--- src/itsm_pkg.sv ---
// Shared types, constants and divide-step helpers for the tile source mapper.
package itsm_pkg;

  localparam int unsigned MAX_DIM = 4096;

  localparam int unsigned COORD_W = 12;
  localparam int unsigned DIM_W   = 13;
  localparam int unsigned ADDR_W  = 24;
  localparam int unsigned REM_W   = 14;

  // status codes
  localparam logic [1:0] STAT_OK       = 2'd0;
  localparam logic [1:0] STAT_BAD_TILE = 2'd1;
  localparam logic [1:0] STAT_OUTSIDE  = 2'd2;

  // register indexes
  localparam logic [1:0] REG_WIDTH  = 2'd0;
  localparam logic [1:0] REG_HEIGHT = 2'd1;
  localparam logic [1:0] REG_TILE   = 2'd2;

  // per-axis tiling, derived from size and tile factor
  typedef struct packed {
    logic [DIM_W-1:0] q;     // size / n
    logic [REM_W-1:0] qp1;   // q + 1, width of the wide tiles
    logic [DIM_W-1:0] span;  // pixels covered by the wide tiles
  } axis_cfg_t;

  // pipeline advance enables shared with the axis datapath
  typedef struct packed {
    logic s1;
    logic s2;
    logic s3;
    logic s4;
    logic s5;
  } stage_en_t;

  // One restoring step: returns {quotient bit, new remainder}.
  function automatic logic [REM_W:0] div_step(logic [REM_W-1:0] rem_in, logic bit_in,
                                              logic [REM_W-1:0] dvs);
    logic [REM_W:0] t;
    logic [REM_W:0] d;
    logic           ge;
    t  = {rem_in, bit_in};
    d  = t - {1'b0, dvs};
    ge = (t >= {1'b0, dvs});
    return ge ? {1'b1, d[REM_W-1:0]} : {1'b0, t[REM_W-1:0]};
  endfunction

  // Four restoring steps, msb first.
  function automatic logic [REM_W-1:0] rem_steps4(logic [REM_W-1:0] rem_in, logic [3:0] bits,
                                                  logic [REM_W-1:0] dvs);
    logic [REM_W:0]   r;
    logic [REM_W-1:0] acc;
    acc = rem_in;
    for (int i = 3; i >= 0; i--) begin
      r   = div_step(acc, bits[i], dvs);
      acc = r[REM_W-1:0];
    end
    return acc;
  endfunction

endpackage

--- src/itsm_cfg_calc.sv ---
// Serial divider that derives tile width, remainder span and validity from the registers.
module itsm_cfg_calc (
  input  logic                            clk,
  input  logic                            rst,
  input  logic                            start,
  input  logic [itsm_pkg::DIM_W-1:0]      image_width,
  input  logic [itsm_pkg::DIM_W-1:0]      image_height,
  input  logic [itsm_pkg::DIM_W-1:0]      tile_factor,
  output itsm_pkg::axis_cfg_t             cfg_x,
  output itsm_pkg::axis_cfg_t             cfg_y,
  output logic                            cfg_bad,
  output logic                            busy
);
  import itsm_pkg::*;

  typedef enum logic [3:0] {
    CALC_LOAD = 4'b0001,
    CALC_DIV  = 4'b0010,
    CALC_SPAN = 4'b0100,
    CALC_IDLE = 4'b1000
  } calc_state_t;

  calc_state_t      state;
  logic [3:0]       cnt;
  logic [DIM_W-1:0] dvw;
  logic [DIM_W-1:0] dvh;
  logic [DIM_W-1:0] rw;
  logic [DIM_W-1:0] rh;
  logic [DIM_W-1:0] qw;
  logic [DIM_W-1:0] qh;

  logic [REM_W:0]   stepw;
  logic [REM_W:0]   steph;
  logic [REM_W-1:0] qw_p1;
  logic [REM_W-1:0] qh_p1;
  logic [DIM_W+REM_W-1:0] spanw;
  logic [DIM_W+REM_W-1:0] spanh;

  assign stepw = div_step({1'b0, rw}, dvw[DIM_W-1], {1'b0, tile_factor});
  assign steph = div_step({1'b0, rh}, dvh[DIM_W-1], {1'b0, tile_factor});
  assign qw_p1 = {1'b0, qw} + REM_W'(1);
  assign qh_p1 = {1'b0, qh} + REM_W'(1);
  assign spanw = (DIM_W+REM_W)'(rw) * (DIM_W+REM_W)'(qw_p1);
  assign spanh = (DIM_W+REM_W)'(rh) * (DIM_W+REM_W)'(qh_p1);

  assign busy = (state != CALC_IDLE);

  always_ff @(posedge clk) begin
    if (rst) begin
      state <= CALC_LOAD;
      cnt   <= '0;
    end else if (start) begin
      state <= CALC_LOAD;
    end else begin
      case (state)
        CALC_LOAD: begin
          state <= CALC_DIV;
          cnt   <= 4'(DIM_W - 1);
        end
        CALC_DIV: begin
          if (cnt == '0) state <= CALC_SPAN;
          else cnt <= cnt - 4'd1;
        end
        CALC_SPAN: state <= CALC_IDLE;
        CALC_IDLE: state <= CALC_IDLE;
        default:   state <= CALC_LOAD;
      endcase
    end
  end

  always_ff @(posedge clk) begin
    case (state)
      CALC_LOAD: begin
        dvw <= image_width;
        dvh <= image_height;
        rw  <= '0;
        rh  <= '0;
        qw  <= '0;
        qh  <= '0;
      end
      CALC_DIV: begin
        dvw <= {dvw[DIM_W-2:0], 1'b0};
        dvh <= {dvh[DIM_W-2:0], 1'b0};
        rw  <= stepw[DIM_W-1:0];
        rh  <= steph[DIM_W-1:0];
        qw  <= {qw[DIM_W-2:0], stepw[REM_W]};
        qh  <= {qh[DIM_W-2:0], steph[REM_W]};
      end
      CALC_SPAN: begin
        cfg_x.q    <= qw;
        cfg_x.qp1  <= qw_p1;
        cfg_x.span <= spanw[DIM_W-1:0];
        cfg_y.q    <= qh;
        cfg_y.qp1  <= qh_p1;
        cfg_y.span <= spanh[DIM_W-1:0];
        cfg_bad    <= (tile_factor == '0) || (qw == '0) || (qh == '0) ||
                      (image_width > DIM_W'(MAX_DIM)) || (image_height > DIM_W'(MAX_DIM));
      end
      default: begin
      end
    endcase
  end

  a_start_loads: assert property (@(posedge clk) disable iff (rst)
    start |=> state == CALC_LOAD) else $error("write did not restart tile calc");
  a_div_ends: assert property (@(posedge clk) disable iff (rst)
    (state == CALC_DIV) && (cnt == '0) && !start |=> state == CALC_SPAN)
    else $error("divide did not finish after last step");
  a_span_idle: assert property (@(posedge clk) disable iff (rst)
    (state == CALC_SPAN) && !start |=> !busy) else $error("tile calc stuck after span");

endmodule

--- src/itsm_axis.sv ---
// One axis: tile select, pipelined remainder by tile width, and scale by tile factor.
module itsm_axis (
  input  logic                            clk,
  input  itsm_pkg::stage_en_t             en,
  input  logic [itsm_pkg::COORD_W-1:0]    pos,
  input  logic [itsm_pkg::DIM_W-1:0]      tile_factor,
  input  itsm_pkg::axis_cfg_t             cfg,
  output logic [itsm_pkg::COORD_W-1:0]    src
);
  import itsm_pkg::*;

  logic [COORD_W-1:0] dvd1;
  logic               wide1;
  logic [7:0]         dvd2;
  logic               wide2;
  logic [REM_W-1:0]   rem2;
  logic [3:0]         dvd3;
  logic               wide3;
  logic [REM_W-1:0]   rem3;
  logic [REM_W-1:0]   rem4;

  logic               wide0;
  logic [DIM_W-1:0]   rest0;
  logic [REM_W-1:0]   dvs1;
  logic [REM_W-1:0]   dvs2;
  logic [REM_W-1:0]   dvs3;
  logic [DIM_W+REM_W-1:0] scaled;

  // pixels past the wide tiles are counted from the end of that span
  assign wide0  = {1'b0, pos} < cfg.span;
  assign rest0  = {1'b0, pos} - cfg.span;
  assign dvs1   = wide1 ? cfg.qp1 : {1'b0, cfg.q};
  assign dvs2   = wide2 ? cfg.qp1 : {1'b0, cfg.q};
  assign dvs3   = wide3 ? cfg.qp1 : {1'b0, cfg.q};
  assign scaled = (DIM_W+REM_W)'(rem4) * (DIM_W+REM_W)'(tile_factor);

  always_ff @(posedge clk) begin
    if (en.s1) begin
      dvd1  <= wide0 ? pos : rest0[COORD_W-1:0];
      wide1 <= wide0;
    end
    if (en.s2) begin
      rem2  <= rem_steps4('0, dvd1[11:8], dvs1);
      dvd2  <= dvd1[7:0];
      wide2 <= wide1;
    end
    if (en.s3) begin
      rem3  <= rem_steps4(rem2, dvd2[7:4], dvs2);
      dvd3  <= dvd2[3:0];
      wide3 <= wide2;
    end
    if (en.s4) begin
      rem4 <= rem_steps4(rem3, dvd3, dvs3);
    end
    if (en.s5) begin
      src <= scaled[COORD_W-1:0];
    end
  end

endmodule

--- src/image_tile_source_mapper.sv ---
// Top level of the tile source mapper: register port, pipeline control and address stage.
// Takes one pixel coordinate word per clock and returns one source word per clock while the
// sink accepts and no recompute runs; tready follows the output side through the pipeline.
// After reset and after every register write a one-bit-per-cycle divider recomputes the tile
// widths, and s_tready stays low while it runs. Status 1 flags a bad tile factor or an image
// over 4096 on a side, status 2 a coordinate outside the image; both read zero source fields.
module image_tile_source_mapper (
  input  logic        clk,
  input  logic        rst,
  // APB register port
  input  logic        psel,
  input  logic        penable,
  input  logic        pwrite,
  input  logic [3:0]  paddr,
  input  logic [31:0] pwdata,
  output logic [31:0] prdata,
  output logic        pready,
  // coordinate stream
  input  logic        s_tvalid,
  output logic        s_tready,
  input  logic [23:0] s_tdata,   // out_x[11:0], out_y[23:12]
  // source stream
  output logic        m_tvalid,
  input  logic        m_tready,
  output logic [47:0] m_tdata,   // src_x[11:0], src_y[23:12], src_addr[47:24]
  output logic [1:0]  m_tuser    // status[1:0]
);
  import itsm_pkg::*;

  logic [DIM_W-1:0] image_width;
  logic [DIM_W-1:0] image_height;
  logic [DIM_W-1:0] tile_factor;

  logic             cfg_wr;
  logic [1:0]       cfg_idx;
  axis_cfg_t        cfg_x;
  axis_cfg_t        cfg_y;
  logic             cfg_bad;
  logic             cfg_busy;

  logic [7:1]       v;
  logic [7:1]       en;
  stage_en_t        axis_en;
  logic             s_accept;

  logic [COORD_W-1:0] in_x;
  logic [COORD_W-1:0] in_y;
  logic [1:0]         stat0;
  logic [1:0]         stat [1:6];
  logic [COORD_W-1:0] sx5;
  logic [COORD_W-1:0] sy5;
  logic [COORD_W-1:0] sx6;
  logic [COORD_W-1:0] sy6;
  logic [ADDR_W-1:0]  prod6;
  logic [ADDR_W:0]    prod_full;
  logic [ADDR_W-1:0]  addr7;

  // register port
  assign pready  = 1'b1;
  assign cfg_idx = paddr[3:2];
  assign cfg_wr  = psel && penable && pwrite;

  always_ff @(posedge clk) begin
    if (rst) begin
      image_width  <= DIM_W'(640);
      image_height <= DIM_W'(480);
      tile_factor  <= DIM_W'(1);
    end else if (cfg_wr) begin
      case (cfg_idx)
        REG_WIDTH:  image_width  <= pwdata[DIM_W-1:0];
        REG_HEIGHT: image_height <= pwdata[DIM_W-1:0];
        REG_TILE:   tile_factor  <= pwdata[DIM_W-1:0];
        default: begin
        end
      endcase
    end
  end

  always_comb begin
    case (cfg_idx)
      REG_WIDTH:  prdata = {19'b0, image_width};
      REG_HEIGHT: prdata = {19'b0, image_height};
      REG_TILE:   prdata = {19'b0, tile_factor};
      default:    prdata = '0;
    endcase
  end

  itsm_cfg_calc u_cfg (
    .clk          (clk),
    .rst          (rst),
    .start        (cfg_wr),
    .image_width  (image_width),
    .image_height (image_height),
    .tile_factor  (tile_factor),
    .cfg_x        (cfg_x),
    .cfg_y        (cfg_y),
    .cfg_bad      (cfg_bad),
    .busy         (cfg_busy)
  );

  // pipeline advance: a stage moves when empty or when the next one moves
  always_comb begin
    en[7] = !v[7] || m_tready;
    for (int i = 6; i >= 1; i--) begin
      en[i] = !v[i] || en[i+1];
    end
  end

  assign axis_en  = '{s1: en[1], s2: en[2], s3: en[3], s4: en[4], s5: en[5]};
  assign s_tready = en[1] && !cfg_busy;
  assign s_accept = s_tvalid && s_tready;

  always_ff @(posedge clk) begin
    if (rst) begin
      v <= '0;
    end else begin
      if (en[1]) v[1] <= s_accept;
      for (int i = 2; i <= 7; i++) begin
        if (en[i]) v[i] <= v[i-1];
      end
    end
  end

  assign in_x = s_tdata[11:0];
  assign in_y = s_tdata[23:12];

  always_comb begin
    if (cfg_bad) stat0 = STAT_BAD_TILE;
    else if (({1'b0, in_x} >= image_width) || ({1'b0, in_y} >= image_height))
      stat0 = STAT_OUTSIDE;
    else stat0 = STAT_OK;
  end

  always_ff @(posedge clk) begin
    if (en[1]) stat[1] <= stat0;
    for (int i = 2; i <= 6; i++) begin
      if (en[i]) stat[i] <= stat[i-1];
    end
  end

  itsm_axis u_axis_x (
    .clk         (clk),
    .en          (axis_en),
    .pos         (in_x),
    .tile_factor (tile_factor),
    .cfg         (cfg_x),
    .src         (sx5)
  );

  itsm_axis u_axis_y (
    .clk         (clk),
    .en          (axis_en),
    .pos         (in_y),
    .tile_factor (tile_factor),
    .cfg         (cfg_y),
    .src         (sy5)
  );

  assign prod_full = (ADDR_W+1)'(sy5) * (ADDR_W+1)'(image_width);

  always_ff @(posedge clk) begin
    if (en[6]) begin
      prod6 <= prod_full[ADDR_W-1:0];
      sx6   <= sx5;
      sy6   <= sy5;
    end
  end

  assign addr7 = prod6 + {12'b0, sx6};

  // error words carry zero coordinates
  always_ff @(posedge clk) begin
    if (en[7]) begin
      m_tuser <= stat[6];
      m_tdata <= (stat[6] == STAT_OK) ? {addr7, sy6, sx6} : '0;
    end
  end

  assign m_tvalid = v[7];

  a_busy_blocks: assert property (@(posedge clk) disable iff (rst)
    cfg_busy |-> !s_tready) else $error("word accepted during tile calc");
  a_err_zero: assert property (@(posedge clk) disable iff (rst)
    m_tvalid && (m_tuser != STAT_OK) |-> m_tdata == '0) else $error("error word not zeroed");
  a_accept_enters: assert property (@(posedge clk) disable iff (rst)
    s_accept |=> v[1]) else $error("accepted word lost at entry");

endmodule

--- config.mk ---
export PLATFORM = sky130hd
export DESIGN_NAME = image_tile_source_mapper
export DESIGN_NICKNAME = d
export VERILOG_FILES = /design/src/itsm_pkg.sv /design/src/itsm_cfg_calc.sv /design/src/itsm_axis.sv /design/src/image_tile_source_mapper.sv
export SDC_FILE = /design/constraint.sdc
export NUM_CORES = 2
export LEC_CHECK = 0
export BUFFER_PORTS_ARGS = -buffer_cell sky130_fd_sc_hd__buf_2
export CAP_MARGIN = 20
export CORE_ASPECT_RATIO = 0.9
export CORE_MARGIN = 2
export CORE_UTILIZATION = 61
export CTS_BUF_LIST = sky130_fd_sc_hd__clkbuf_8
export CTS_CLUSTER_DIAMETER = 120
export DETAILED_ROUTE_END_ITERATION = 8
export PLACE_DENSITY = 0.8
export SETUP_SLACK_MARGIN = 0.4
export SLEW_MARGIN = 20
export SYNTH_ARGS = -nofsm -noshare
export SYNTH_HDL_FRONTEND = slang
export SYNTH_SLANG_ARGS = --single-unit
export TNS_END_PERCENT = 1
--- constraint.sdc ---
create_clock -name clk -period 12.55 [get_ports clk]
set_input_delay 3.765 -clock clk [delete_from_list [all_inputs] [get_ports clk]]
set_output_delay 3.765 -clock clk [all_outputs]
set_load 0.05 [all_outputs]
After elaboration in Yosys (flattened, before gate mapping)
Memories as Yosys holds them, arrays and structs flattened. Index checks and enable logic that the tools add are counted.

Register bits after elaboration: 473. Bits in writable memories: 12. Input port bits: 67. Word-level logic and storage cells: 226. Memories kept: 1.

Add/sub/neg operators: 32. Multipliers: 5. Magnitude comparators: 32. Eq/ne operators: 9. Multiplexer cells: 59. Bitwise gates (word level): 1. Reduce and logical (&&, ||, !) cells: 37.

Memory list: stat (depth 6, width 2, read ports 6, clocked after Yosys merged registers in 0, wr ports 6, line image_tile_source_mapper.sv:49) `logic [1:0] stat [1:6];`.

Operators by type and width (count): $mux 14 (30); $ge 15x14->1 (22); $sub 14x14->14 (22); $pmux 13 s2 (6); $logic_not 13->1 (3); $pmux 13 s3 (1); $mux 15 (2); $add 13x1->14 const B (2); $ge 1x14->1 (2); $ge 14x13->1 (2); $mul 13x14->13 (2); $mul 14x13->12 (2); $sub 1x14->14 (2); $sub 14x13->14 (2); $ge 12x13->1 (2); $gt 13x13->1 const B (2); $lt 12x13->1 (2); $add 24x12->24 (1); $mul 12x13->24 (1); $mux 12 (2); $sub 12x12->12 (2); $logic_or 1x1->1 (12); $mux 1 (12); $pmux 4 s3 (1); 22 further kinds (38).

Logic depth before layout (Yosys ltp)
Depth after elaboration: 10. Mapped depth: 53. Mapped depth without buffers: 44.

Hierarchy
A second synthesis with hierarchy kept.

Cells, all modules: 5837. Area total of the unflattened synthesis: 53905.4 um2.

Modules (own cells, without submodules): itsm_axis at u_axis_y (times used 1, cells each 1731, area each 14797.9 um2, sequential area each 2372.3 um2); itsm_axis at u_axis_x (times used 1, cells each 1630, area each 14252.4 um2, sequential area each 2372.3 um2); itsm_cfg_calc (times used 1, cells each 1257, area each 12921.1 um2, sequential area each 4934.7 um2); image_tile_source_mapper (times used 1, cells each 1219, area each 11933.9 um2, sequential area each 4224.1 um2).

Least setup slack after synthesis
Ideal clock, no wire load.

Kind: register to register. Start point: reg u_axis_x.wide3. End point: reg u_axis_x.rem4[4], data pin. Library setup time: 0.261 ns. Arrival: 10.848 ns. Data required time: 12.289 ns. Setup slack: 1.442 ns. Stages on the path, launching flop included: 51. Path buffers: 9. Path through: edfxtp_1 > clkbuf_1 > clkbuf_1 > mux2i_1 > ha_1 > a21oi_1 > nor2b_1 > a41oi_1 > nand2_1 > a31oi_1 > nand3_1 > clkbuf_1 > clkbuf_1 > o21ai_0 > inv_1 > ha_1 > nor2b_1 > o21ai_0 > (+15 left out) > a21oi_1 > o21ai_0 > o311a_1 > clkbuf_1 > clkbuf_1 > mux2_2 > ha_1 > a21o_1 > a21oi_1 > inv_1 > o21ai_0 > a21oi_1 > o31ai_1 > a31oi_1 > a211oi_1 > mux2i_1 > buf_2 > a221o_1.

Longest elaborated chain between the ends: 9. Elaborated cells on any way between the ends: 13.

Ends and longest elaborated chain: start, declared (line itsm_axis.sv:18) `logic wide3;`; start signal, assigned (line itsm_axis.sv:50) `wide3 <= wide2;`; $mux 14 (*) (line itsm_axis.sv:34) `assign dvs3 = wide3 ? cfg.qp1 : {1'b0, cfg.q};`; $sub 14x14->14 or $ge 15x14->1 (tied branches) (line itsm_pkg.sv:44, itsm_pkg.sv:45); $mux 14 (line itsm_pkg.sv:46) `return ge ? {1'b1, d[REM_W-1:0]} : {1'b0, t[REM_W-1:0]};`; $sub 14x14->14 or $ge 15x14->1 (tied branches) (line itsm_pkg.sv:44, itsm_pkg.sv:45); $mux 14 (line itsm_pkg.sv:46); $sub 14x14->14 or $ge 15x14->1 (tied branches) (line itsm_pkg.sv:44, itsm_pkg.sv:45); $mux 14 (line itsm_pkg.sv:46); $sub 14x14->14 or $ge 15x14->1 (tied branches) (line itsm_pkg.sv:44, itsm_pkg.sv:45); $mux 14 (*) (line itsm_pkg.sv:46); end signal, assigned (line itsm_axis.sv:53) `rem4 <= rem_steps4(rem3, dvd3, dvs3);`; end, declared (line itsm_axis.sv:20) `logic [REM_W-1:0] rem4;`.

Every way passes the cells marked *; elsewhere a longest branch is shown, timed or not. A chain may end at the register's enable or synchronous reset.

Worst setup path in the final report
Start point: reg u_axis_y.wide2. End point: reg u_axis_y.rem3[9], data pin.

Longest elaborated chain between the ends: 9. Elaborated cells on any way between the ends: 13.

Ends and longest elaborated chain: start, declared (line itsm_axis.sv:15) `logic wide2;`; start signal, assigned (line itsm_axis.sv:45) `wide2 <= wide1;`; $mux 14 (*) (line itsm_axis.sv:33) `assign dvs2 = wide2 ? cfg.qp1 : {1'b0, cfg.q};`; $sub 14x14->14 or $ge 15x14->1 (tied branches) (line itsm_pkg.sv:44, itsm_pkg.sv:45); $mux 14 (line itsm_pkg.sv:46); $sub 14x14->14 or $ge 15x14->1 (tied branches) (line itsm_pkg.sv:44, itsm_pkg.sv:45); $mux 14 (line itsm_pkg.sv:46); $sub 14x14->14 or $ge 15x14->1 (tied branches) (line itsm_pkg.sv:44, itsm_pkg.sv:45); $mux 14 (line itsm_pkg.sv:46); $sub 14x14->14 or $ge 15x14->1 (tied branches) (line itsm_pkg.sv:44, itsm_pkg.sv:45); $mux 14 (*) (line itsm_pkg.sv:46); end signal, assigned (line itsm_axis.sv:48) `rem3 <= rem_steps4(rem2, dvd2[7:4], dvs2);`; end, declared (line itsm_axis.sv:19) `logic [REM_W-1:0] rem3;`.

Marks and branches as above.

==> summary.md <==
| Metric | Value |
|---|---|
| Run status | `completed` |
| Cell Int Power | `between 7 and 8 mW` |
| Clock tree from TritonCTS | `done` |
| Post-synthesis register bit count | `481` |
| Path type of the worst min-delay path | `flip-flop to flip-flop` |
| Reg2Reg Depth | `43` |
| Shortest period the worst path allows | `11,660 ps` |
| Initial core utilization | `61.7%` |
| Slack of the critical path | `887 ps` |
| Rel. slew slack | `16.4%` |
| Endpoint type of the worst setup path | `flip-flop` |
| Slew @ Worst Pin | `between 1000 and 1500 ps` |
| Max incr delay on CP | `roughly 730 ps` |
| Average wire per standard cell | `19.3 um` |
| Start point of the worst min-delay path | `u_axis_x.src[6]$_DFFE_PP_` |
| Total non-filler cell area in the finished layout | `about 0.056 mm^2` |
| Maximum achievable frequency | `approximately 86 MHz` |
| Fraction of layout instances using a drive strength above 1 | `8.74%` |
| Setup WS pre-CTS | `approximately 260 ps` |
| Clock skew | `between 40 and 50 ps` |
| Number of max-capacitance violations reported | `0` |
| Hold-fix buffers at CTS | `0` |
| Library cell with the largest summed area after synthesis | `sky130_fd_sc_hd__edfxtp_1` |
| Crit Reg-Reg Endpoint | `u_axis_y.rem3[9]$_DFFE_PP_` |
| Post-route ant nets | `0` |
| Number of enable-type register cells in the synthesized netlist | `about 430` |
| Met1 usage in global routing | `41.2%` |
| Layout Nets | `~6,700` |
| Initial antenna violation count | `3` |
| Startpoint kind of the worst setup timing path | `flip-flop` |
| Die Span X | `between 300 and 400 um` |
| Final sum of negative setup slack | `0 ps` |
| List of most frequent post-synthesis cells | `655 x sky130_fd_sc_hd__nand2_1, 648 x sky130_fd_sc_hd__inv_1, 589 x sky130_fd_sc_hd__ha_1` |
| Global placer's final weighted congestion | `about 0.93` |
| Placed inst area | `between 0.05 and 0.06 mm^2` |
| Instance count along the most critical hold path | `0` |
| Hold Fails Final Rpt | `0` |
| Area of the die | `just under 0.09 mm^2` |
| Worst path slowest cell | `sky130_fd_sc_hd__mux2i_1` |
| Pin count of the biggest net entering global routing | `70` |
| Max Slew Vio Count | `0` |
| Number of failing setup endpoints in the final timing report | `0` |
| Post-detailed-placement half-perimeter wirelength | `a little over 100,000 um` |
| Number of design-rule violations left by the first detailed-router iteration | `3,624` |
| Mean instance size in the synthesized netlist | `a little over 9 um^2` |
| Layout filler cell count | `6,638` |
| Startpoint of the lowest-slack register-to-register path | `u_axis_y.wide2$_DFFE_PP_` |
| Port buffer count | `between 100 and 150` |
| Portion of total power attributed to sequential cells | `a little over a fifth` |
| Top post-synthesis cells by area | `sky130_fd_sc_hd__edfxtp_1 25%, sky130_fd_sc_hd__ha_1 14%, sky130_fd_sc_hd__fa_1 12%` |
| Cell count after synthesis | `between 5,000 and 6,000` |
| Proportion of register bits with asynchronous set or reset after synthesis | `0%` |
| Number of H-tree levels | `3` |
| Die span in y | `between 200 and 300 um` |
| Met3 Track Usage GR | `5.46%` |
| Data arrival, critical path | `approximately 12,000 ps` |
| Synthesis warning total | `0` |
| Startpoint of the most critical setup path | `u_axis_y.wide2$_DFFE_PP_` |
| Count of unresolved DRC violations after routing | `0` |
| Most crowded layer after global routing | `met2` |
| GRT Total Usage | `30.1%` |
| Via Count | `42,000` |
| Crit share post-route | `between 90% and 100%` |
| Latest clock arrival within the worst-skew pair | `between 700 and 800 ps` |
| Clock share of power | `11.8%` |
| Share of the yosys chip area belonging to registers | `around a quarter` |
| Register-to-register path setup slack | `between 800 and 900 ps` |
| Start-to-end type of the worst setup path | `flip-flop to flip-flop` |
| Synth cell types | `94` |
| Clk sink count | `just under 500` |
| Proportion of netlist area held by the largest area contributor | `~25%` |
| Global-route wire length before repair | `214,000 um` |
| Utilization after layout | `66.0%` |
| Area added between synthesis and finish | `6.89%` |
| Main flop type after synthesis | `sky130_fd_sc_hd__edfxtp_1` |
| Leak pwr | `between 20 and 30 nW` |
| Via density per instance | `~6` |
| Via count of the first global-routing pass | `just over 40,000` |
| Clock-pin slew of the registers on the worst-case setup and hold paths | `approximately 70 ps` |
| Max Buffers Root-to-Sink | `3` |
| Clock root buffer master | `sky130_fd_sc_hd__clkbuf_8` |
| Worst vdd ir | `0.000396 V` |
| Worst Hold Endpoint | `sx6[6]$_DFFE_PP_` |
| Switching power | `a little over 6 mW` |
| Fraction of power spent switching nets | `roughly 45%` |
| Post-synth design cell area | `about 0.052 mm^2` |
| Global-route congestion overflow total | `0` |
| Top-Level Pins | `152` |
| Standard-cell rows | `101` |
| Required time of the worst setup path | `approximately 13,000 ps` |
| Num CTS Buffers | `slightly above 80` |
| Crit Path Max Fanout | `15` |
| Met2 track demand over resource | `48.3%` |
| Core region area | `around 0.085 mm^2` |
| Combinational fraction of design power | `about 67%` |
| Drt first pass iters | `6` |
| Final Routed Wirelength | `~130,000 um` |
| Pwr per Cell Area | `about 240 mW/mm^2` |
| Most frequent cell after synthesis | `sky130_fd_sc_hd__nand2_1` |
| Setup repair after global routing missed its margin | `yes` |
==> cell type report <==
cell class / instances / area (um^2) / area share [%]
inverters: 649 / 2440 / 4.37
well taps: 1133 / 1420 / 2.54
repair buffers: 168 / 1000 / 1.80
multi-input cells: 4330 / 35200 / 63.1
clock inverters: 61 / 562 / 1.01
flip-flops and latches: 481 / 13900 / 24.9
diodes: 3 / 7.51 / 0.0135
clock buffers: 89 / 1220 / 2.20
==> worst max-delay path by stage <==
stage | slack (ps) | to | cells after the start
3_3_place_gp | 550 | u_axis_x.rem4[9]$_DFFE_PP_ | 44
5_1_grt | 180 | u_axis_y.rem3[1]$_DFFE_PP_ | 43
2_1_floorplan | 1440 | u_axis_x.rem4[4]$_DFFE_PP_ | 50
4_1_cts | 650 | u_axis_x.rem4[9]$_DFFE_PP_ | 44
6_report | 890 | u_axis_y.rem3[9]$_DFFE_PP_ | 43
3_5_place_dp | 260 | u_axis_x.rem4[9]$_DFFE_PP_ | 45
==> sequential cells by signal, indices dropped and copies added, names as in the netlist, 13 cells and up <==
name,count
u_cfg.dvw,13
u_axis_y.rem3,14
tile_factor,13
u_cfg.cfg_y,40
image_height,13
m_tdata,48
u_cfg.qw,13
u_axis_y.rem2,14
u_cfg.cfg_x,40
u_axis_x.rem2,14
image_width,13
u_cfg.dvh,13
u_cfg.qh,13
u_cfg.rw,13
prod6,24
u_cfg.rh,13
u_axis_x.rem3,14
==> cell usage in the layout (no fill, tap or decap), types with 43 or more instances in the layout <==
cell type / count
sky130_fd_sc_hd__and2_1: 198
sky130_fd_sc_hd__nand2b_1: 43
sky130_fd_sc_hd__a21oi_1: 303
sky130_fd_sc_hd__fa_1: 310
sky130_fd_sc_hd__nor3_1: 67
sky130_fd_sc_hd__buf_4: 56
sky130_fd_sc_hd__nand4_1: 66
sky130_fd_sc_hd__o21ai_0: 258
sky130_fd_sc_hd__edfxtp_1: 427
sky130_fd_sc_hd__buf_2: 110
sky130_fd_sc_hd__ha_1: 589
sky130_fd_sc_hd__and3_1: 58
sky130_fd_sc_hd__o21a_1: 66
sky130_fd_sc_hd__clkbuf_8: 89
sky130_fd_sc_hd__a21boi_0: 51
sky130_fd_sc_hd__nor2_1: 288
sky130_fd_sc_hd__nor2b_1: 91
sky130_fd_sc_hd__mux2i_1: 128
sky130_fd_sc_hd__xnor2_1: 297
sky130_fd_sc_hd__inv_1: 664
sky130_fd_sc_hd__a21o_1: 117
sky130_fd_sc_hd__nand2_1: 654
sky130_fd_sc_hd__o21bai_1: 54
sky130_fd_sc_hd__mux2_2: 151
sky130_fd_sc_hd__nand3_1: 64
sky130_fd_sc_hd__xor2_1: 102
sky130_fd_sc_hd__dfxtp_1: 54
==> what timing repair did <==
item / CTS / global route
endpoints found under the setup margin: 11 / 78
setup buffers: 0 / 4
pin swaps: 0 / 1
gates resized for setup: 1 / 12
==> power groups by stage <==
stage	Clock (mW)	Combinational (mW)	Sequential, mW
2_1_floorplan	0	7.04	2.66
3_3_place_gp	0	8.44	2.84
3_5_place_dp	0	8.71	2.85
4_1_cts	1.60	8.79	2.82
5_1_grt	1.66	10.1	2.87
6_report	1.59	9.01	2.84
==> metal layers <==
layer | vias up | part of all wire [%]
met3 | 314 | 9.1
met5 | - | 0
met1 | 20300 | 42
met4 | 0 | 3.3
li1 | 19600 | -
met2 | 1818 | 45
==> kinds of logic after synthesis <==
group / Yosys count / synth area share, %
and+or+nand+nor: 1642 / 15.1
DFF: 481 / 26.6
other: 2 / 0.0144
xor gates and xnor gates: 399 / 6.70
AOI/OAI and AO/OA: 1070 / 13.1
buffers and inverters: 829 / 6.18
adders and majority gates: 899 / 26.0
muxes: 300 / 6.22
==> worst max-delay path, delay by kind of cell, from the launching register on <==
kind / cells / cell delay (ps)
AOI/OAI and AO/OA: 23 / 5770
and+or+nand+nor: 10 / 2090
adders and majority gates: 4 / 1400
muxes: 2 / 1160
buffers and inverters: 4 / 640
DFF: 1 / 330
==> through the flow <==
step                hold WS, ps  std cells  total power, mW
floorplan                   400       5640             9.71
global placement            402       6757             11.3
detailed placement          405       6757             11.6
CTS                         417       6907             13.2
global route                426       6914             14.6
finish                      421       6914             13.4
No activity file was read; power rests on OpenSTA's default activity.
